`src/hw/rtl/crcfp_pkg.sv`:
```
`timescale 1ns / 1ps
`default_nettype none

package crcfp_pkg;

  localparam int FRAME_BYTES     = 37;
  localparam int BODY_BYTES      = 35;
  localparam int BODY_BITS       = BODY_BYTES * 8;
  localparam int BYTE_IDX_W      = $clog2(FRAME_BYTES);
  localparam int QUEUE_DEPTH_DEF = 2;

  localparam logic [15:0] CRC_POLY      = 16'hA001;
  localparam logic [15:0] CRC_INIT      = 16'h0000;
  localparam logic [15:0] MAX_SEQ_RESET = 16'hFFFF;

  typedef logic [BODY_BITS-1:0]  body_t;
  typedef logic [BYTE_IDX_W-1:0] byte_idx_t;

  // serializer status seen by the top level
  typedef struct packed {
    logic      busy;
    byte_idx_t idx;
  } back_stat_t;

  // one byte of reflected crc-16, lsb first
  function automatic logic [15:0] crc_arc_byte(input logic [15:0] crc, input logic [7:0] b);
    logic [15:0] c;
    c = crc ^ {8'h00, b};
    for (int k = 0; k < 8; k++) begin
      if (c[0]) begin
        c = (c >> 1) ^ CRC_POLY;
      end else begin
        c = c >> 1;
      end
    end
    return c;
  endfunction

endpackage

`default_nettype wire

```
`src/hw/rtl/crcfp_front.sv`:
```
`timescale 1ns / 1ps
`default_nettype none

module crcfp_front (
  input  wire logic                 clk,
  input  wire logic                 rst_n,
  input  wire logic                 in_valid,
  output logic                      in_stall,
  input  wire logic [7:0]           in_frame_type,
  input  wire logic signed [31:0]   in_data_a,
  input  wire logic signed [31:0]   in_data_b,
  input  wire logic signed [31:0]   in_data_c,
  input  wire logic signed [31:0]   in_data_d,
  input  wire logic signed [31:0]   in_strength_a,
  input  wire logic signed [31:0]   in_strength_b,
  input  wire logic signed [31:0]   in_strength_c,
  input  wire logic signed [31:0]   in_strength_d,
  input  wire logic                 cfg_valid,
  output logic                      cfg_ready,
  input  wire logic [15:0]          cfg_data,
  input  wire logic                 q_full,
  output logic                      q_push,
  output crcfp_pkg::body_t          q_push_data
);
  import crcfp_pkg::*;

  logic [15:0] max_seq_r, max_seq_nxt;
  logic [15:0] seq_r, seq_nxt;

  assign cfg_ready = 1'b1;
  assign in_stall  = q_full;
  assign q_push    = in_valid && !q_full;

  // frame body, most significant byte first
  assign q_push_data = {seq_r, in_frame_type,
                        in_data_a, in_data_b, in_data_c, in_data_d,
                        in_strength_a, in_strength_b, in_strength_c, in_strength_d};

  always_comb begin
    max_seq_nxt = max_seq_r;
    if (cfg_valid && cfg_ready) begin
      max_seq_nxt = cfg_data;
    end
    seq_nxt = seq_r;
    if (q_push) begin
      // a counter at or above the maximum wraps to zero
      if (seq_r < max_seq_r) begin
        seq_nxt = seq_r + 16'd1;
      end else begin
        seq_nxt = 16'd0;
      end
    end
  end

  always_ff @(posedge clk) begin
    if (!rst_n) begin
      max_seq_r <= MAX_SEQ_RESET;
      seq_r     <= 16'd0;
    end else begin
      max_seq_r <= max_seq_nxt;
      seq_r     <= seq_nxt;
    end
  end

endmodule

`default_nettype wire

```
`src/hw/rtl/crcfp_queue.sv`:
```
`timescale 1ns / 1ps
`default_nettype none

module crcfp_queue #(
  parameter int Depth = crcfp_pkg::QUEUE_DEPTH_DEF
) (
  input  wire logic             clk,
  input  wire logic             rst_n,
  input  wire logic             push,
  input  crcfp_pkg::body_t      push_data,
  input  wire logic             pop,
  output crcfp_pkg::body_t      head_data,
  output logic                  full,
  output logic                  empty
);
  import crcfp_pkg::*;

  localparam int PtrW = (Depth > 1) ? $clog2(Depth) : 1;
  localparam int CntW = $clog2(Depth + 1);
  localparam logic [PtrW-1:0] LastPtr = PtrW'(Depth - 1);
  localparam logic [CntW-1:0] FullCnt = CntW'(Depth);

  body_t           mem [Depth];
  logic [PtrW-1:0] wr_ptr_r, wr_ptr_nxt;
  logic [PtrW-1:0] rd_ptr_r, rd_ptr_nxt;
  logic [CntW-1:0] cnt_r, cnt_nxt;

  assign full      = (cnt_r == FullCnt);
  assign empty     = (cnt_r == '0);
  assign head_data = mem[rd_ptr_r];

  always_comb begin
    wr_ptr_nxt = wr_ptr_r;
    rd_ptr_nxt = rd_ptr_r;
    cnt_nxt    = cnt_r;
    if (push) begin
      wr_ptr_nxt = (wr_ptr_r == LastPtr) ? '0 : wr_ptr_r + 1'b1;
    end
    if (pop) begin
      rd_ptr_nxt = (rd_ptr_r == LastPtr) ? '0 : rd_ptr_r + 1'b1;
    end
    if (push && !pop) begin
      cnt_nxt = cnt_r + 1'b1;
    end else if (pop && !push) begin
      cnt_nxt = cnt_r - 1'b1;
    end
  end

  always_ff @(posedge clk) begin
    if (push) begin
      mem[wr_ptr_r] <= push_data;
    end
  end

  always_ff @(posedge clk) begin
    if (!rst_n) begin
      wr_ptr_r <= '0;
      rd_ptr_r <= '0;
      cnt_r    <= '0;
    end else begin
      wr_ptr_r <= wr_ptr_nxt;
      rd_ptr_r <= rd_ptr_nxt;
      cnt_r    <= cnt_nxt;
    end
  end

endmodule

`default_nettype wire

```
`src/hw/rtl/crcfp_back.sv`:
```
`timescale 1ns / 1ps
`default_nettype none

module crcfp_back (
  input  wire logic                clk,
  input  wire logic                rst_n,
  input  crcfp_pkg::body_t         q_head_data,
  input  wire logic                q_empty,
  output logic                     q_pop,
  output logic                     out_valid,
  input  wire logic                out_stall,
  output logic [7:0]               out_byte,
  output logic                     out_frame_end,
  output crcfp_pkg::back_stat_t    stat
);
  import crcfp_pkg::*;

  localparam byte_idx_t LastIdx  = BYTE_IDX_W'(FRAME_BYTES - 1);
  localparam byte_idx_t CrcHiIdx = BYTE_IDX_W'(BODY_BYTES);

  logic        busy_r, busy_nxt;
  byte_idx_t   idx_r, idx_nxt;
  body_t       body_r, body_nxt;
  logic [15:0] crc_r, crc_nxt;
  logic        ovalid_r, ovalid_nxt;
  logic [7:0]  obyte_r, obyte_nxt;
  logic        oend_r, oend_nxt;

  logic        advance;
  logic        last;
  logic [7:0]  cur_byte;

  assign out_valid     = ovalid_r;
  assign out_byte      = obyte_r;
  assign out_frame_end = oend_r;
  assign stat          = '{busy: busy_r, idx: idx_r};

  // output register is free or being emptied this cycle
  assign advance = busy_r && (!ovalid_r || !out_stall);
  assign last    = (idx_r == LastIdx);

  always_comb begin
    if (idx_r < CrcHiIdx) begin
      cur_byte = body_r[BODY_BITS-1 -: 8];
    end else if (idx_r == CrcHiIdx) begin
      cur_byte = crc_r[15:8];
    end else begin
      cur_byte = crc_r[7:0];
    end
  end

  always_comb begin
    busy_nxt   = busy_r;
    idx_nxt    = idx_r;
    body_nxt   = body_r;
    crc_nxt    = crc_r;
    ovalid_nxt = ovalid_r;
    obyte_nxt  = obyte_r;
    oend_nxt   = oend_r;
    q_pop      = 1'b0;

    if (ovalid_r && !out_stall) begin
      ovalid_nxt = 1'b0;
    end

    if (advance) begin
      ovalid_nxt = 1'b1;
      obyte_nxt  = cur_byte;
      oend_nxt   = last;
      idx_nxt    = idx_r + 1'b1;
      if (idx_r < CrcHiIdx) begin
        crc_nxt  = crc_arc_byte(crc_r, cur_byte);
        body_nxt = body_r << 8;
      end
      if (last) begin
        busy_nxt = 1'b0;
      end
    end

    // load the next frame as soon as the current one is finished
    if ((!busy_r || (advance && last)) && !q_empty) begin
      q_pop    = 1'b1;
      busy_nxt = 1'b1;
      idx_nxt  = '0;
      body_nxt = q_head_data;
      crc_nxt  = CRC_INIT;
    end
  end

  always_ff @(posedge clk) begin
    body_r  <= body_nxt;
    crc_r   <= crc_nxt;
    obyte_r <= obyte_nxt;
    oend_r  <= oend_nxt;
    idx_r   <= idx_nxt;
  end

  always_ff @(posedge clk) begin
    if (!rst_n) begin
      busy_r   <= 1'b0;
      ovalid_r <= 1'b0;
    end else begin
      busy_r   <= busy_nxt;
      ovalid_r <= ovalid_nxt;
    end
  end

endmodule

`default_nettype wire

```
`src/hw/rtl/crc16_sequenced_frame_packer_top.sv`:
```
`timescale 1ns / 1ps
`default_nettype none

// Frame packer: each accepted request (type byte plus eight 32-bit words) becomes a
// 37-byte frame sent one byte per cycle while out_stall is low, msb first: 16-bit
// sequence number, type, the eight words, then a CRC-16/ARC over the first 35 bytes
// (high byte, then low byte, flagged by out_frame_end). The byte-wide output
// serializer sets the rate. Requests are stamped with the sequence number on
// acceptance and parked in a small frame queue (QUEUE_DEPTH entries), so in_stall
// rises only when that queue is full. A request goes from the frame queue to the
// serializer's body register, then its bytes to the output register. The sequence
// counter wraps to zero after reaching max_sequence (cfg_data); cfg_ready is always
// high and the register should only be written while idle.
module crc16_sequenced_frame_packer_top #(
  parameter int QUEUE_DEPTH = crcfp_pkg::QUEUE_DEPTH_DEF
) (
  input  wire logic               clk,
  input  wire logic               rst_n,
  input  wire logic               in_valid,
  output logic                    in_stall,
  input  wire logic [7:0]         in_frame_type,
  input  wire logic signed [31:0] in_data_a,
  input  wire logic signed [31:0] in_data_b,
  input  wire logic signed [31:0] in_data_c,
  input  wire logic signed [31:0] in_data_d,
  input  wire logic signed [31:0] in_strength_a,
  input  wire logic signed [31:0] in_strength_b,
  input  wire logic signed [31:0] in_strength_c,
  input  wire logic signed [31:0] in_strength_d,
  output logic                    out_valid,
  input  wire logic               out_stall,
  output logic [7:0]              out_byte,
  output logic                    out_frame_end,
  input  wire logic               cfg_valid,
  output logic                    cfg_ready,
  input  wire logic [15:0]        cfg_data
);
  import crcfp_pkg::*;

  logic       q_push, q_pop, q_full, q_empty;
  body_t      q_push_data, q_head_data;
  back_stat_t bk_stat;

  crcfp_front u_front (
    .clk           (clk),
    .rst_n         (rst_n),
    .in_valid      (in_valid),
    .in_stall      (in_stall),
    .in_frame_type (in_frame_type),
    .in_data_a     (in_data_a),
    .in_data_b     (in_data_b),
    .in_data_c     (in_data_c),
    .in_data_d     (in_data_d),
    .in_strength_a (in_strength_a),
    .in_strength_b (in_strength_b),
    .in_strength_c (in_strength_c),
    .in_strength_d (in_strength_d),
    .cfg_valid     (cfg_valid),
    .cfg_ready     (cfg_ready),
    .cfg_data      (cfg_data),
    .q_full        (q_full),
    .q_push        (q_push),
    .q_push_data   (q_push_data)
  );

  crcfp_queue #(
    .Depth (QUEUE_DEPTH)
  ) u_queue (
    .clk       (clk),
    .rst_n     (rst_n),
    .push      (q_push),
    .push_data (q_push_data),
    .pop       (q_pop),
    .head_data (q_head_data),
    .full      (q_full),
    .empty     (q_empty)
  );

  crcfp_back u_back (
    .clk           (clk),
    .rst_n         (rst_n),
    .q_head_data   (q_head_data),
    .q_empty       (q_empty),
    .q_pop         (q_pop),
    .out_valid     (out_valid),
    .out_stall     (out_stall),
    .out_byte      (out_byte),
    .out_frame_end (out_frame_end),
    .stat          (bk_stat)
  );

  // serializer never pops an empty queue
  a_pop_not_empty: assert property (@(posedge clk) disable iff (!rst_n)
    q_pop |-> !q_empty)
    else $error("frame queue popped while empty");

  // byte index stays inside the frame
  a_idx_range: assert property (@(posedge clk) disable iff (!rst_n)
    bk_stat.busy |-> (bk_stat.idx <= BYTE_IDX_W'(FRAME_BYTES - 1)))
    else $error("serializer byte index past end of frame");

  // a new frame only loads while the serializer is idle or sending its last byte
  a_pop_when_free: assert property (@(posedge clk) disable iff (!rst_n)
    q_pop && bk_stat.busy |-> (bk_stat.idx == BYTE_IDX_W'(FRAME_BYTES - 1)))
    else $error("frame loaded while serializer busy");

  a_reset_idle: assert property (@(posedge clk)
    !rst_n |=> !out_valid && !bk_stat.busy)
    else $error("output active right after reset");

endmodule

`default_nettype wire

```
`config.mk`:
```
export PLATFORM = sky130hd
export DESIGN_NAME = crc16_sequenced_frame_packer_top
export DESIGN_NICKNAME = d
export VERILOG_FILES = /design/src/hw/rtl/crcfp_pkg.sv /design/src/hw/rtl/crcfp_front.sv /design/src/hw/rtl/crcfp_queue.sv /design/src/hw/rtl/crcfp_back.sv /design/src/hw/rtl/crc16_sequenced_frame_packer_top.sv
export SDC_FILE = /design/constraint.sdc
export NUM_CORES = 1
export LEC_CHECK = 0
export BUFFER_PORTS_ARGS = -buffer_cell sky130_fd_sc_hd__clkbuf_2
export CORE_MARGIN = 2
export CORE_UTILIZATION = 30
export CTS_CLUSTER_DIAMETER = 30
export CTS_CLUSTER_SIZE = 12
export DETAILED_ROUTE_END_ITERATION = 6
export PLACE_DENSITY = 0.43
export SYNTH_ARGS = -nofsm -noshare
export SYNTH_HDL_FRONTEND = slang
export SYNTH_SLANG_ARGS = --single-unit
```
`constraint.sdc`:
```
create_clock -name clk -period 50.2 [get_ports clk]
set_clock_uncertainty 0.2 [all_clocks]
set_input_delay 10.04 -clock clk [delete_from_list [all_inputs] [get_ports clk]]
set_output_delay 10.04 -clock clk [all_outputs]
set_load 0.005 [all_outputs]
```
# Word level (Yosys, flattened, before mapping)
# Memories as Yosys holds them, arrays and structs flattened. A register that Yosys moved wholly into a read port is not among the register bits.
# Index checks and enable logic that the tools add are counted.
# classes
order_cmp,2
add_sub_neg,6
mux,42
bitwise_logic,9
eq_ne,3
n_reduce_logical,25
# ops
operator,count
two-way mux 280 bit,3
two-way mux 16 bit,23
NOT 2 -> 3 bit,8
"adder 16 x 1 -> 16 bit, second input constant",1
< comparator 16 bit,1
two-way mux 8 bit,2
XOR 16 x 8 -> 16 bit,1
"== test 6 bit, second input constant",2
two-way mux 1 bit,12
nonzero test 2 bit,5
logical AND 1 bit,7
zero test 1 bit,7
"adder 6 x 1 -> 6 bit, second input constant",1
"< comparator 6 bit, second input constant",1
AND reduction 2 bit,3
two-way mux 2 bit,2
"adder 1 bit, second input constant",2
"adder 2 x 1 -> 2 bit, second input constant",1
"== test 2 bit, second input constant",1
zero test 2 bit,1
logical OR 1 bit,2
"subtractor 2 x 1 -> 2 bit, second input constant",1
# totals
mem_count,1
out_inout_bits,12
in_bits,285
regBits,349
mem_bits_rw,560
elab_cells,100
# mem_list
memory,words,width,rd,rd_clocked_by_memory_dff,wr,line,rtl
u_queue.mem,2,280,1,1,1,crcfp_queue.sv:23,body_t mem [Depth];

# Logic depth before layout (Yosys ltp)
# Gate-level depths: netlist (run 1).
# depth
ltp_word,34
ltp_mapped,12
depth_no_buf,10

# By module
# A second synthesis (run 1) with hierarchy kept.
# hier_totals
hier_cells,2126
area_unflattened_um2,38406.8
# modules_own_cells
module,seq_area_each_um2,area_each_um2,cells_per_inst,instances
crcfp_queue,16916.2,21235.4,893,1
crcfp_back,9158.8,13496.7,776,1
crcfp_front,640.6,3674.8,457,1

# Worst setup path after synthesis (run 1)
# Ideal clock, no wire load.
# synth_path
path_kind,input port to flip-flop
from,input port in_valid
to,register u_queue.wr_ptr_r
path_stages,3
path_buffers,0
arrival_time_ns,22.673
path_slack_ns,27.214
t_required_ns,49.887
setup_ns,0.113
path_cell_list,nand2_1 -> nor2_1 -> o21a_1
# synth_via
elab_chain_cells,1
# synth_rtl
item,line,rtl
"start, declared",crc16_sequenced_frame_packer_top.sv:19,"input wire logic in_valid,"
logical AND 1 bit,crcfp_front.sv:32,assign q_push = in_valid && !q_full;
"end signal, assigned",crcfp_queue.sv:61,wr_ptr_r <= wr_ptr_nxt;
"end, declared",crcfp_queue.sv:24,"logic [PtrW-1:0] wr_ptr_r, wr_ptr_nxt;"
# Every way passes these cells.
# A chain may end at the register's enable or synchronous reset.

# Worst setup path in the final report (run 1)
# layout_path
from,input port out_stall
to,register u_back.body_r[74] (enable)
# layout_via
elab_chain_cells,8
elab_cells_between_ends,9
classes_between,reduce/logical (9)
# layout_rtl
item,line,rtl
"start, declared",crc16_sequenced_frame_packer_top.sv:31,"input wire logic out_stall,"
zero test 1 bit *,crcfp_back.sv:39,assign advance = busy_r && (!ovalid_r || !out_stall);
logical OR 1 bit *,crcfp_back.sv:39,
logical AND 1 bit *,crcfp_back.sv:39,
logical AND 1 bit,crcfp_back.sv:81,if ((!busy_r || (advance && last)) && !q_empty) begin
logical OR 1 bit,crcfp_back.sv:81,
logical AND 1 bit,crcfp_back.sv:81,
nonzero test 2 bit (no line),-,
AND reduction 2 bit (no line) *,-,
"end signal, assigned",crcfp_back.sv:91,body_r <= body_nxt;
"end, declared",crcfp_back.sv:23,"body_t body_r, body_nxt;"
# Mark *: on every way between the ends. The rest lies on a longest branch, timed or not.

==> results, run 1 <==
- The flow ran to the end, and the final reports show no timing, DRC or antenna violations.
- In this run the post-CTS setup repair buffer count came out at 0.
- Across the VDD grid, the largest voltage drop is 0.0000513 V.
- The count of H-tree levels built during CTS is 4.
- For this block, the via count after detailed routing is 19000.
- The net count after synthesis is 2472.
- The count of nets after finishing is 2885.
- The maximum frequency from static timing analysis is 69.9 MHz.
- The later-pin clock latency in the skew report is 0.76 ns.
- STA puts the critical path data required time at 50.36 ns.
- The actual transition at the worst max-transition pin is 1.26 ns.
- The count of unresolved DRC violations after routing is 0.
- Yosys mapped the design onto 51 distinct sky130hd cell types.
- The startpoint-to-endpoint class of the critical path is in -> reg.
- The leakage power is 16.0 nW.
- Setup repair after global routing left no endpoint under its margin.
- In the final layout, the share of cells above drive strength 1 is 0.236.
- The post-CTS clock slew at the launch and capture registers of the worst setup and hold paths is 0.04 ns.
- The core region area is 114000 µm².
- The die is 343 µm tall.
- The clock passes through at most 3 buffers.
- The critical path data arrival time is 14.47 ns.
- Of the total power, the clock network draws 0.423.
- The aggregate global-route resource usage is 0.134.
- Of the total power, the share spent switching nets is 0.285.
- The number of placed instances, taps included, is 3883.
- The total overflow reported by the global router is 0.
- In this run the power spent charging and discharging nets is 0.912 mW.
- Ranked by total cell area, the synthesized netlist is headed by sky130_fd_sc_hd__edfxtp_1, sky130_fd_sc_hd__mux2i_1, sky130_fd_sc_hd__a21oi_1, sky130_fd_sc_hd__dfxtp_1, sky130_fd_sc_hd__nor2_1.
- Compared with the post-synthesis result, the final layout area differs by 29.7%.
- The final critical path time including I/O delays and setup is 14.31 ns.
- In this run, the number of DRC markers left after iteration 0 of detailed routing was 1081.
- The share of total power dissipated in combinational logic is 0.199.
- Before antenna repair, the detailed router went through 5 iterations.
- In the finished design, the share of the clock period the worst path needs comes to 0.285.
- The number of placed I/O pins is 297.
- The post-synthesis instance area is 34500 µm².
- The routed wire length per instance is 18.5 µm.
- The synthesized area per cell is 15.9 µm².
- The cell chosen for the clock root is sky130_fd_sc_hd__clkbuf_16.
- The total number of yosys warnings is 0.
- Buffers inserted to repair hold after CTS numbered 0.
- For this configuration, the core starts out at a cell density of 0.302.
- The congestion estimate from routability-driven global placement came to 0.750.
- The share of the synthesized area in the top cell type is 0.738.
- The die is 343 µm wide.
- The final cell count without fillers is 4274.
- Entering global routing, the biggest net connects 196 pins.
- For the final routed database, the setup TNS stands at 0 ns.
- Detailed placement ended at an HPWL of 47700 µm.
- The first-pass GRT wire length is 119000 µm.
- The number of synthesized flops with an enable pin is 849.
- Of all nets on the critical path, the largest fanout is 84.
- The min-delay analysis places its worst path in the category reg -> reg.
- The initial antenna violation count came to 17.
- The portion of the post-synthesis area used by sequential elements is 0.773.
- The instance count of the mapped netlist is 2168.
- Of all cell types, the one taking the most synthesized area is sky130_fd_sc_hd__edfxtp_1.
- For this run, the leading register cell type out of synthesis is sky130_fd_sc_hd__edfxtp_1.
- The count of clock tree sinks is 910.
- In this run, post-CTS repair resized a total of 0 instances.
- The number of pins exceeding their max-slew limit in the final report is 0.
- The internal portion of the total power is 2.28 mW.
- The worst setup path is launched from a primary input.
- The register bit count reported by yosys is 910.
- The number of hold-slack violations in the final timing report is 0.
- The number of max-cap violations is 0.
- Of the total power, registers draw 0.378.
- The die covers 118000 µm².
- Once detail routing completed, the nets flagged for antenna violations numbered 0.
- The final layout contains routed wiring with a total length of 79100 µm.
- The total power divided by cell area is 71.3 nW/µm².
- For this run, asynchronously set or reset flops after synthesis account for 0.
- The CTS tree is built.
- The number of buffers inserted during clock tree synthesis is 208.
- Setup violations remaining at the end of the flow were counted as 0.
- The worst slew slack as a fraction of its limit is 0.158.
- The count of buffers added on input and output ports is 295.
- The number of rows in the core area is 124.
- STA classifies the critical path endpoint as a flop.
- The number of global-route vias before repair is 20000.
- Dividing the detail-routed via count by the number of cells gives 4.44.
power groups by stage:
stage / Clock (mW) / Sequential, mW / Combinational (mW)
floorplan: 0 / 1.26 / 0.471
global placement: 0 / 1.22 / 0.639
detailed placement: 0 / 1.22 / 0.651
CTS: 1.38 / 1.21 / 0.656
global route: 1.42 / 1.23 / 0.718
finish: 1.35 / 1.21 / 0.634
critical path, stage by stage:
cell and delay (ns):
sky130_fd_sc_hd__clkbuf_2 0.09, sky130_fd_sc_hd__nand2_1 0.11, sky130_fd_sc_hd__nand2_1 0.12, sky130_fd_sc_hd__a21oi_4 0.15, sky130_fd_sc_hd__buf_4 0.71, sky130_fd_sc_hd__clkinv_1 1.07
sky130_fd_sc_hd__nand2_4 1.14, sky130_fd_sc_hd__buf_4 0.88
synth_stat cells, types with 2 or more instances:
cell	count
sky130_fd_sc_hd__edfxtp_1	849
sky130_fd_sc_hd__nor2_1	304
sky130_fd_sc_hd__mux2i_1	286
sky130_fd_sc_hd__a21oi_1	276
sky130_fd_sc_hd__clkbuf_1	70
sky130_fd_sc_hd__dfxtp_1	61
sky130_fd_sc_hd__nand2_1	47
sky130_fd_sc_hd__buf_2	35
sky130_fd_sc_hd__inv_1	33
sky130_fd_sc_hd__nand3_1	21
sky130_fd_sc_hd__ha_1	19
sky130_fd_sc_hd__o211ai_1	17
sky130_fd_sc_hd__a211oi_1	16
sky130_fd_sc_hd__xnor2_1	16
sky130_fd_sc_hd__xor2_1	16
sky130_fd_sc_hd__o21ai_0	15
sky130_fd_sc_hd__a32oi_1	14
sky130_fd_sc_hd__a21o_1	8
sky130_fd_sc_hd__a31oi_1	8
sky130_fd_sc_hd__nand4_1	6
sky130_fd_sc_hd__and2_1	4
sky130_fd_sc_hd__buf_6	4
sky130_fd_sc_hd__o21ai_1	4
sky130_fd_sc_hd__and4_1	3
sky130_fd_sc_hd__buf_1	3
sky130_fd_sc_hd__a21boi_0	2
sky130_fd_sc_hd__and3_1	2
sky130_fd_sc_hd__buf_4	2
sky130_fd_sc_hd__clkinv_1	2
sky130_fd_sc_hd__mux2i_4	2
sky130_fd_sc_hd__nand2b_1	2
sky130_fd_sc_hd__nor2b_1	2
state kept, by name, summed over array words and instances, names as in the netlist, 2 cells and up, named ones only:
| name | count |
|---|---|
| u_back.body_r | 280 |
| u_back.crc_r | 16 |
| u_back.idx_r | 6 |
| u_back.out_byte | 8 |
| u_front.max_seq_r | 16 |
| u_front.seq_r | 16 |
| u_queue.cnt_r | 2 |
| u_queue.mem | 560 |
per-layer routing:
layer  part of all wire  global-route usage  up-vias
met5             0.0020                   0        -
met4              0.027              0.0581       24
met3              0.060              0.0438      183
met2               0.48               0.214      454
met1               0.43               0.166     9244
li1                   -                   -     9084
area by class of cell:
| class | instances | area, µm² |
|---|---|---|
| fill | 10600 | 69600 |
| multi-input combinational | 1109 | 7220 |
| timing repair buffer | 317 | 1670 |
| inverter | 35 | 131 |
| clock inverter | 134 | 1690 |
| sequential | 910 | 26700 |
| tap | 1512 | 1890 |
| clock buffer | 254 | 5460 |
| antenna | 3 | 7.51 |
placed cells by master, fill, tap and decap left out, types with 3 or more instances in the layout:
cell type	instances
sky130_fd_sc_hd__xor2_1	16
sky130_fd_sc_hd__clkinv_16	4
sky130_fd_sc_hd__and4_1	3
sky130_fd_sc_hd__o211ai_1	17
sky130_fd_sc_hd__nand4_1	6
sky130_fd_sc_hd__clkinv_1	33
sky130_fd_sc_hd__clkinv_4	6
sky130_fd_sc_hd__a21o_1	8
sky130_fd_sc_hd__dfxtp_1	60
sky130_fd_sc_hd__buf_4	20
sky130_fd_sc_hd__ha_1	19
sky130_fd_sc_hd__clkinv_2	32
sky130_fd_sc_hd__a32oi_1	14
sky130_fd_sc_hd__nand2_1	46
sky130_fd_sc_hd__clkbuf_2	295
sky130_fd_sc_hd__clkinvlp_4	21
sky130_fd_sc_hd__mux2i_1	286
sky130_fd_sc_hd__edfxtp_1	849
sky130_fd_sc_hd__inv_16	4
sky130_fd_sc_hd__a21oi_1	275
sky130_fd_sc_hd__inv_6	3
sky130_fd_sc_hd__xnor2_1	16
sky130_fd_sc_hd__and2_1	4
sky130_fd_sc_hd__o21ai_0	15
sky130_fd_sc_hd__o21ai_1	4
sky130_fd_sc_hd__a211oi_1	16
sky130_fd_sc_hd__clkbuf_16	211
sky130_fd_sc_hd__nor2_1	303
sky130_fd_sc_hd__clkbuf_1	41
sky130_fd_sc_hd__diode_2	3
sky130_fd_sc_hd__inv_1	33
sky130_fd_sc_hd__nand3_1	21
sky130_fd_sc_hd__bufinv_16	32
sky130_fd_sc_hd__a31oi_1	8
through the flow:
stage               instance area (µm²)  utilization  worst slack (ns)  total power [mW]  hold slack (ns)
detailed placement                37600        0.329             35.02              1.87            0.288
CTS                               44800        0.392             35.86              3.25            0.295
finish                            44800        0.392             35.89              3.19            0.290
global route                      44800        0.392             35.42              3.37            0.309
floorplan                         34500            -             27.21              1.73            0.243
global placement                  37600        0.329             35.10              1.86            0.273
path summary, 6_finish.rpt:
path	from	endpoint	slack, ns	cells after the start
min	u_front.max_seq_r[13]	u_front.max_seq_r[13]	0.29	2
min reg2reg	u_front.max_seq_r[13]	u_front.max_seq_r[13]	0.29	2
max reg2reg	u_back.idx_r[5]	u_back.body_r[74]	43.85	8
max	out_stall	u_back.body_r[74]	35.89	8
cells by family after synthesis:
group	share of synthesized area
muxes	0.0846
other	0.000109
and+or+nand+nor	0.0468
DFF	0.773
AOI/OAI and AO/OA	0.0590
xor gates and xnor gates	0.0108
buffers and inverters	0.0185
adders and majority gates	0.00688
Note: power is estimated with default switching activity, not from simulation.
==> inputs of run 2 (changes only) <==
clock period = 14.66 ns   (was 50.2 ns; I/O delays follow)
==> results, run 2 (synthesis results as in run 1) <==
- The run finished, with violations left.
- The checks that failed: slew limit.
- The average via count per standard cell was 4.44 (about the same).
- The count of instances resized after the clock tree is built came to 0 (unchanged).
- Setup repair after global routing left no endpoint under its margin.
- The aggregate global-route resource usage is 0.132 (-0.00168).
- The min-delay analysis places its worst path in the category reg -> reg.
- The number of global-route vias before repair was 20000 (+0.16%).
- In the final layout, the registers with the most flip-flops are u_queue.mem (560), u_back.body_r (280).
- The maximum frequency from static timing analysis is 145 MHz.
- The CTS tree is built.
- The routed wire length per instance is 18.2 µm (-1.5%).
- The number of nets still failing antenna checks after routing is 0 (unchanged).
- The worst setup path is launched from a primary input.
- The count of nets after finishing is 2877 (-0.28%).
- The design area is 44900 µm² (+0.33%).
- The data required time at the worst endpoint is 14.83 ns (-35.53 ns).
- The endpoint of the worst setup timing path is u_back.body_r[112].
- The switching power of the nets came to 3.15 mW (+250%).
- The critical path launch point is out_stall.
- The clock network power share is 0.428 (+0.005).
- The hold buffer count at CTS is 0 (unchanged).
- The later-pin clock latency in the skew report is 0.75 ns (about the same).
- The largest net degree at the start of global routing was 246 (+26%).
- The critical path data arrival time came to 7.05 ns (-7.42 ns).
- The clock period could shrink to 6.88 ns.
- The number of port buffers is 295 (unchanged).
- The first-pass GRT wire length came to 118000 µm (-1.2%).
- The final weighted congestion in routability-driven placement is 0.725 (-3.4%).
- The half-perimeter wire length after detailed placement is 46000 µm (-3.5%).
- Compared with the post-synthesis result, the final layout area differs by 30.1%.
- The number of buffers inserted during clock tree synthesis is 204 (-1.9%).
- The number of cells on the worst reg-to-reg path is 9 (+1).
- The leakage power is 16.1 nW (+0.54%).
- The post-CTS clock slew at the launch and capture registers of the worst setup and hold paths is 0.05 ns (about the same).
- The die span in y is 343 µm (unchanged).
- The internal cell power came to 7.89 mW (+250%).
- The length of the first detailed-routing pass in iterations is 5 (unchanged).
- STA classifies the critical path endpoint as a flop.
- The share of cells above drive strength 1 was 0.244 (+0.00841).
- The total power divided by cell area was 246 nW/µm² (+240%).
- The maximum root-to-sink buffer count is 3 (unchanged).
- The combinational cell fraction of total power was 0.195 (-0.004).
- In this run the critical register-to-register path is captured at u_back.body_r[112].
- The initial antenna violation count is 19 (+2).
- The worst slew slack as a fraction of its limit was -0.111 (-0.269).
- The worst reg-to-reg setup slack is 9.14 ns (-34.71 ns).
- The peak supply drop is 0.000177 V (+250%).
- The total of fill cells in the finished design was 10600 (-0.47%).
- The vias after detailed routing is 18900 (-0.27%).
- The top fanout value on the critical path is 55 (-35%).
- The area enclosed by the die boundary was 118000 µm² (unchanged).
- The instance area at placement is 37600 µm² (about the same).
- The worst hold path begins at u_front.max_seq_r[3].
- The number of pins exceeding their max-slew limit in the final report is 73 (+73).
- The largest register by flop count is u_queue.mem.
- The worst hold path cell count came to 2 (unchanged).
- The ratio of final minimum period to clock period is 0.469.
- The startpoint-to-endpoint class of the critical path is in -> reg.
- The switching power share of the total was 0.285 (-0.000384).
- The number of rows in the core area was 124 (unchanged).
- The number of max-cap violations was 0 (unchanged).
- The post-CTS setup repair buffer count is 0 (unchanged).
- The actual transition at the worst max-transition pin is 1.67 ns (+0.406 ns).
- The count of H-tree levels built during CTS was 4 (unchanged).
- The total overflow reported by the global router is 0 (unchanged).
- The chip width came to 343 µm (unchanged).
- The count of unresolved DRC violations after routing was 0 (unchanged).
- The core region area was 114000 µm² (unchanged).
- The setup TNS after final layout is 0 ns (unchanged).
- The final wirelength is 77800 µm (-1.7%).
- In this run the critical register-to-register path is launched from u_back.idx_r[5].
- The fraction of power consumed by sequential logic was 0.377 (about the same).
- Leaving out fill and tap cells, the most frequent cell in the layout is sky130_fd_sc_hd__edfxtp_1.
- The effective utilization at floorplan is 0.302 (unchanged).
- The final setup violation count came to 0 (unchanged).
- The number of placed I/O pins is 297 (unchanged).
- The top cell types in the final layout, fill and taps aside, are sky130_fd_sc_hd__edfxtp_1, sky130_fd_sc_hd__nor2_1, sky130_fd_sc_hd__clkbuf_2.
- The count of clock tree sinks is 910 (unchanged).
- The DRC marker count from the first detailed-route iteration was 973 (-10%).
- The root buffer cell chosen for the clock tree is sky130_fd_sc_hd__clkbuf_16.
- The number of hold-slack violations in the final timing report came to 0 (unchanged).
- The flip-flop count of the largest register after layout is 560 (unchanged).
==> run 2: metal layers <==
layer / vias to the layer above / part of all wire / wire length [µm] / GRT usage
met5: - / 0.0022 / 174 / 0
met4: 28 / 0.027 / 2080 / 0.0527
met3: 194 / 0.065 / 5070 / 0.0439
met2: 436 / 0.49 / 37900 / 0.219
met1: 9199 / 0.42 / 32500 / 0.159
li1: 9081 / - / - / -
==> run 2: area by class of cell <==
type	count	area (µm²)	area share
flip-flops and latches	910	26700	0.595
multi-input cells	1109	7220	0.161
clock buffers	227	5330	0.119
clock inverters	156	1980	0.0440
well taps	1512	1890	0.0421
repair buffers	313	1660	0.0370
inverters	35	131	0.00292
diodes	3	7.51	0.000167
==> run 2: through the flow <==
stage          cells  setup WS, ns  hold slack (ns)  power [mW]  utilization
2_1_floorplan   2168          3.60            0.243        5.89            -
3_3_place_gp    3879          7.08            0.275        6.38        0.329
3_5_place_dp    3879          6.87            0.273        6.41        0.329
4_1_cts         4262          7.74            0.291        11.2        0.393
5_1_grt         4262          7.38            0.315        11.6        0.393
6_report        4265          7.78            0.288        11.0        0.393
==> run 2: power by group through the flow <==
| stage | Combinational, mW | Clock [mW] | Sequential [mW] |
|---|---|---|---|
| 3_5_place_dp | 2.21 | 0 | 4.20 |
| 6_report | 2.15 | 4.73 | 4.16 |
| 4_1_cts | 2.22 | 4.84 | 4.17 |
| 3_3_place_gp | 2.18 | 0 | 4.20 |
| 2_1_floorplan | 1.61 | 0 | 4.28 |
| 5_1_grt | 2.44 | 4.97 | 4.23 |
==> run 2: how the worst min path moves through the flow <==
stage / to
after floorplan: u_front.max_seq_r[0]
after global placement: u_front.max_seq_r[0]
after detailed placement: u_front.max_seq_r[0]
after CTS: u_front.max_seq_r[4]
after global routing: u_front.max_seq_r[2]
final: u_front.max_seq_r[3]
==> run 2: worst max-delay path: stages <==
cell	delay, ns
sky130_fd_sc_hd__clkbuf_2	0.11
sky130_fd_sc_hd__nand2_1	0.09
sky130_fd_sc_hd__and2_1	0.64
sky130_fd_sc_hd__nand2_1	0.82
sky130_fd_sc_hd__nand2_4	0.93
sky130_fd_sc_hd__buf_4	0.71
sky130_fd_sc_hd__buf_4	0.70
==> inputs of run 3 (changes only) <==
ABC_AREA = 1   (was not set)
clock period = 7.1 ns   (was 14.66 ns; I/O delays follow)
==> results, run 3 <==
- In the final layout, the registers with the most flip-flops are u_queue.mem (560), u_back.body_r (280).
- The total overflow reported by the global router is 0 (unchanged).
- The library cell used most frequently in the layout, excluding fill and tap cells, is sky130_fd_sc_hd__edfxtp_1.
- STA classifies the critical path endpoint as a flop.
- The data required time at the worst endpoint is 7.38 ns (-7.45 ns).
- The number of synthesized flops with an enable pin was 849 (unchanged).
- The hold buffer count at CTS is 0 (unchanged).
- The total power divided by cell area is 517 nW/µm² (+110%).
- The number of cells on the worst reg-to-reg path is 7 (-2).
- The final setup violation count is 0 (unchanged).
- The endpoint identified for the worst register-to-register timing path is u_back.body_r[111].
- The register bit count reported by yosys is 910 (unchanged).
- The aggregate global-route resource usage is 0.148 (+0.0157).
- The number of buffers inserted during clock tree synthesis is 210 (+2.9%).
- The number of placed I/O pins is 297 (unchanged).
- The critical hold path startpoint is u_queue.rd_ptr_r.
- The buffering stage count on the worst path with inverters included is 2 (-1).
- The final cell count without fillers is 4652 (+9.1%).
- The setup TNS after final layout is 0 ns (unchanged).
- The cell sitting at the root of the clock tree is a sky130_fd_sc_hd__clkbuf_16.
- The flip-flop count of the largest register after layout is 560 (unchanged).
- The final critical path time including I/O delays and setup is 4.69 ns.
- The count of instances resized after the clock tree is built is 0 (unchanged).
- The most critical setup path has its startpoint at u_back.idx_r[1].
- The effective utilization at floorplan is 0.301 (-0.000681).
- The number of hold-slack violations in the final timing report was 0 (unchanged).
- The instance count of the mapped netlist is 2571 (+19%).
- The first-pass GRT wire length is 131000 µm (+11%).
- The number of pins exceeding their max-slew limit in the final report is 0 (-100%).
- The flow ran to the end, and the final reports show no timing, DRC or antenna violations.
- The maximum root-to-sink buffer count came to 3 (unchanged).
- The number of port buffers is 295 (unchanged).
- The share of cells above drive strength 1 was 0.213 (-0.0310).
- The count of H-tree levels built during CTS is 4 (unchanged).
- The largest net degree at the start of global routing is 198 (-20%).
- The number of nets still failing antenna checks after routing is 0 (unchanged).
- The worst reg-to-reg setup slack was 2.41 ns (-6.73 ns).
- The number of global-route vias before repair was 21900 (+9.1%).
- The total number of yosys warnings was 0 (unchanged).
- The routed wire length per instance is 18.8 µm (+2.9%).
- The count of unresolved DRC violations after routing came to 0 (unchanged).
- The maximum frequency from static timing analysis is 213 MHz.
- The kind of start point of the critical path is a flop.
- The startpoint-to-endpoint class of the critical path is reg -> reg.
- The portion of the post-synthesis area used by sequential elements came to 0.777 (+0.00386).
- The post-CTS clock slew at the launch and capture registers of the worst setup and hold paths is 0.04 ns (about the same).
- The final weighted congestion in routability-driven placement is 0.777 (+7.3%).
- TritonCTS built the clock tree.
- The count of cell types in the netlist is 42 (-18%).
- The final hold slack came to 0.255 ns (-0.0326 ns).
- The half-perimeter wire length after detailed placement came to 51200 µm (+11%).
- The average via count per standard cell is 4.57 (+3.0%).
- The core region area is 114000 µm² (-0.27%).
- The share of the synthesized area in the top cell type was 0.742 (+0.00368).
- Sorting the synthesized cells by area gives the leading types as sky130_fd_sc_hd__edfxtp_1, sky130_fd_sc_hd__nand2_1, sky130_fd_sc_hd__a31oi_1, sky130_fd_sc_hd__dfxtp_1, sky130_fd_sc_hd__nor2_1.
- The setup slack after layout is 2.41 ns (-5.37 ns).
- Broken down by cell family, the worst path's largest delay share belongs to buffers and inverters.
- The number of rows in the core area is 124 (unchanged).
- After synthesis, the most frequently instantiated cells are sky130_fd_sc_hd__edfxtp_1, sky130_fd_sc_hd__nand2_1, sky130_fd_sc_hd__nor2_1, sky130_fd_sc_hd__a31oi_1, sky130_fd_sc_hd__clkbuf_1.
- The worst slew slack as a fraction of its limit was 0.0546 (+0.165).
- Relative to the synthesized area, the layout overhead comes to 29.7%.
- The slowest library cell on the worst path is sky130_fd_sc_hd__buf_4.
- The area enclosed by the die boundary is 117000 µm² (-0.49%).
- The chip width is 343 µm (-0.24%).
- Setup repair after global routing left no endpoint under its margin.
- The actual transition at the worst max-transition pin came to 1.42 ns (-0.248 ns).
- The most used flip-flop cell after synthesis is sky130_fd_sc_hd__edfxtp_1.
- The number of cells after detailed placement is 4260 (+9.8%).
- The maximum single-stage delay on the critical path is 0.66 ns (-0.27 ns).
- The final wirelength was 87300 µm (+12%).
- The later-pin clock latency in the skew report is 0.78 ns (+0.03 ns).
- The die span in y is 343 µm (-0.24%).
- The critical path goes through ha_1, nor2_1, a21oi_4, nor2_1, nor2_2, clkinv_8, buf_4.
- The number of max-cap violations was 0 (unchanged).
- The share of flip-flops with an asynchronous set or reset was 0 (unchanged).
- The worst hold path cell count was 1 (-1).
- The post-CTS setup repair buffer count is 0 (unchanged).
- In this run the worst hold path is classified as reg -> reg.
- The peak supply drop is 0.000371 V (+110%).
- The pre-CTS setup slack came to 1.91 ns (-4.97 ns).
- The design area is 44600 µm² (-0.79%).
- Of all cell types, the one taking the most synthesized area is sky130_fd_sc_hd__edfxtp_1.
- The vias after detailed routing is 21300 (+12%).
- The DRC marker count from the first detailed-route iteration is 1319 (+36%).
- The largest register by flop count is u_queue.mem.
- The library cells used most frequently in the layout, excluding fill and tap cells, are sky130_fd_sc_hd__edfxtp_1, sky130_fd_sc_hd__nand2_1, sky130_fd_sc_hd__nor2_1.
- The most common cell in the synthesized netlist is sky130_fd_sc_hd__edfxtp_1.
- The top fanout value on the critical path is 155 (+180%).
- The power consumption is 23.1 mW (+110%).
- The length of the first detailed-routing pass in iterations is 5 (unchanged).
- The critical path data arrival time is 4.96 ns (-2.09 ns).
- The count of nets after finishing is 3264 (+13%).
- The count of clock tree sinks is 910 (unchanged).
- The post-synthesis instance area was 34400 µm² (-0.50%).
- Among the stages of the critical path, the cell type that occurs most often is sky130_fd_sc_hd__nor2_1.
- The instance area at placement is 37400 µm² (-0.65%).
- The net count after synthesis was 2875 (+16%).
- The synthesized area per cell is 13.4 µm² (-16%).
- The ratio of final minimum period to clock period is 0.660.
- The final core utilization is 0.391 (-0.00204).
- The leakage power is 16.5 nW (+2.4%).
- In this run the critical register-to-register path is launched from u_back.idx_r[1].
- The initial antenna violation count is 32 (+13).
[run 3: cell types whose count changed in the layout (fill, tap and decap cells not counted), sizes merged, moves of 10 or more]
cell and change:
nand3 +27, xnor2 -12, mux2i -289, clkbuf +12, a211oi -15, nand2 +615, o21ai +21, a21oi -228
inv +22, o211ai -15, clkinv +16, a32oi -14, nor3 +10, a31oi +264
[run 3: worst register-to-register path, stage by stage, from the launching register on]
cell and delay [ns]:
sky130_fd_sc_hd__dfxtp_1 0.36, sky130_fd_sc_hd__ha_1 0.53, sky130_fd_sc_hd__nor2_1 0.15, sky130_fd_sc_hd__a21oi_4 0.50
sky130_fd_sc_hd__nor2_1 0.36, sky130_fd_sc_hd__nor2_2 0.56, sky130_fd_sc_hd__clkinv_8 0.52, sky130_fd_sc_hd__buf_4 1.21
[run 3: area by class of cell]
cell class	instances	area [µm²]
repair buffers	313	1710
well taps	1512	1890
flip-flops and latches	910	26700
clock inverters	149	1820
clock buffers	239	5370
multi-input cells	1454	6770
diodes	4	10.0
fillers	10800	69400
inverters	71	294
[run 3: worst max path at each step]
stage                     slack [ns]  depth (start not counted)                  to
after floorplan                 0.75                          2   u_queue.mem[1][0]
after global placement          1.83                         10  u_back.body_r[127]
after detailed placement        1.91                         10  u_back.body_r[191]
after CTS                       2.65                          7  u_back.body_r[111]
after global routing            2.21                          7  u_back.body_r[112]
final                           2.41                          7  u_back.body_r[111]
[run 3: logic make-up (layout without fill, tap and decap cells)]
logic type	Yosys count	after routing	synth area share
other	1	5	0.000109
and+or+nand+nor	1045	1045	0.120
DFF	910	910	0.777
adders and majority gates	19	19	0.00692
buffers and inverters	207	772	0.0266
xor gates and xnor gates	13	13	0.00331
AOI/OAI and AO/OA	376	376	0.0663
[run 3: where the power goes]
| part | internal, mW | switching, mW |
|---|---|---|
| sequential | 8.19 | 0.603 |
| clock | 6.46 | 3.07 |
| combinational | 1.32 | 3.42 |
| total | 16.0 | 7.09 |
[run 3: per-layer routing]
metal	vias up	routed length, µm	GRT usage
met5	-	265	0
met4	42	2230	0.0579
met3	206	6090	0.0486
met2	529	42200	0.242
met1	10300	36500	0.181
li1	10100	-	-
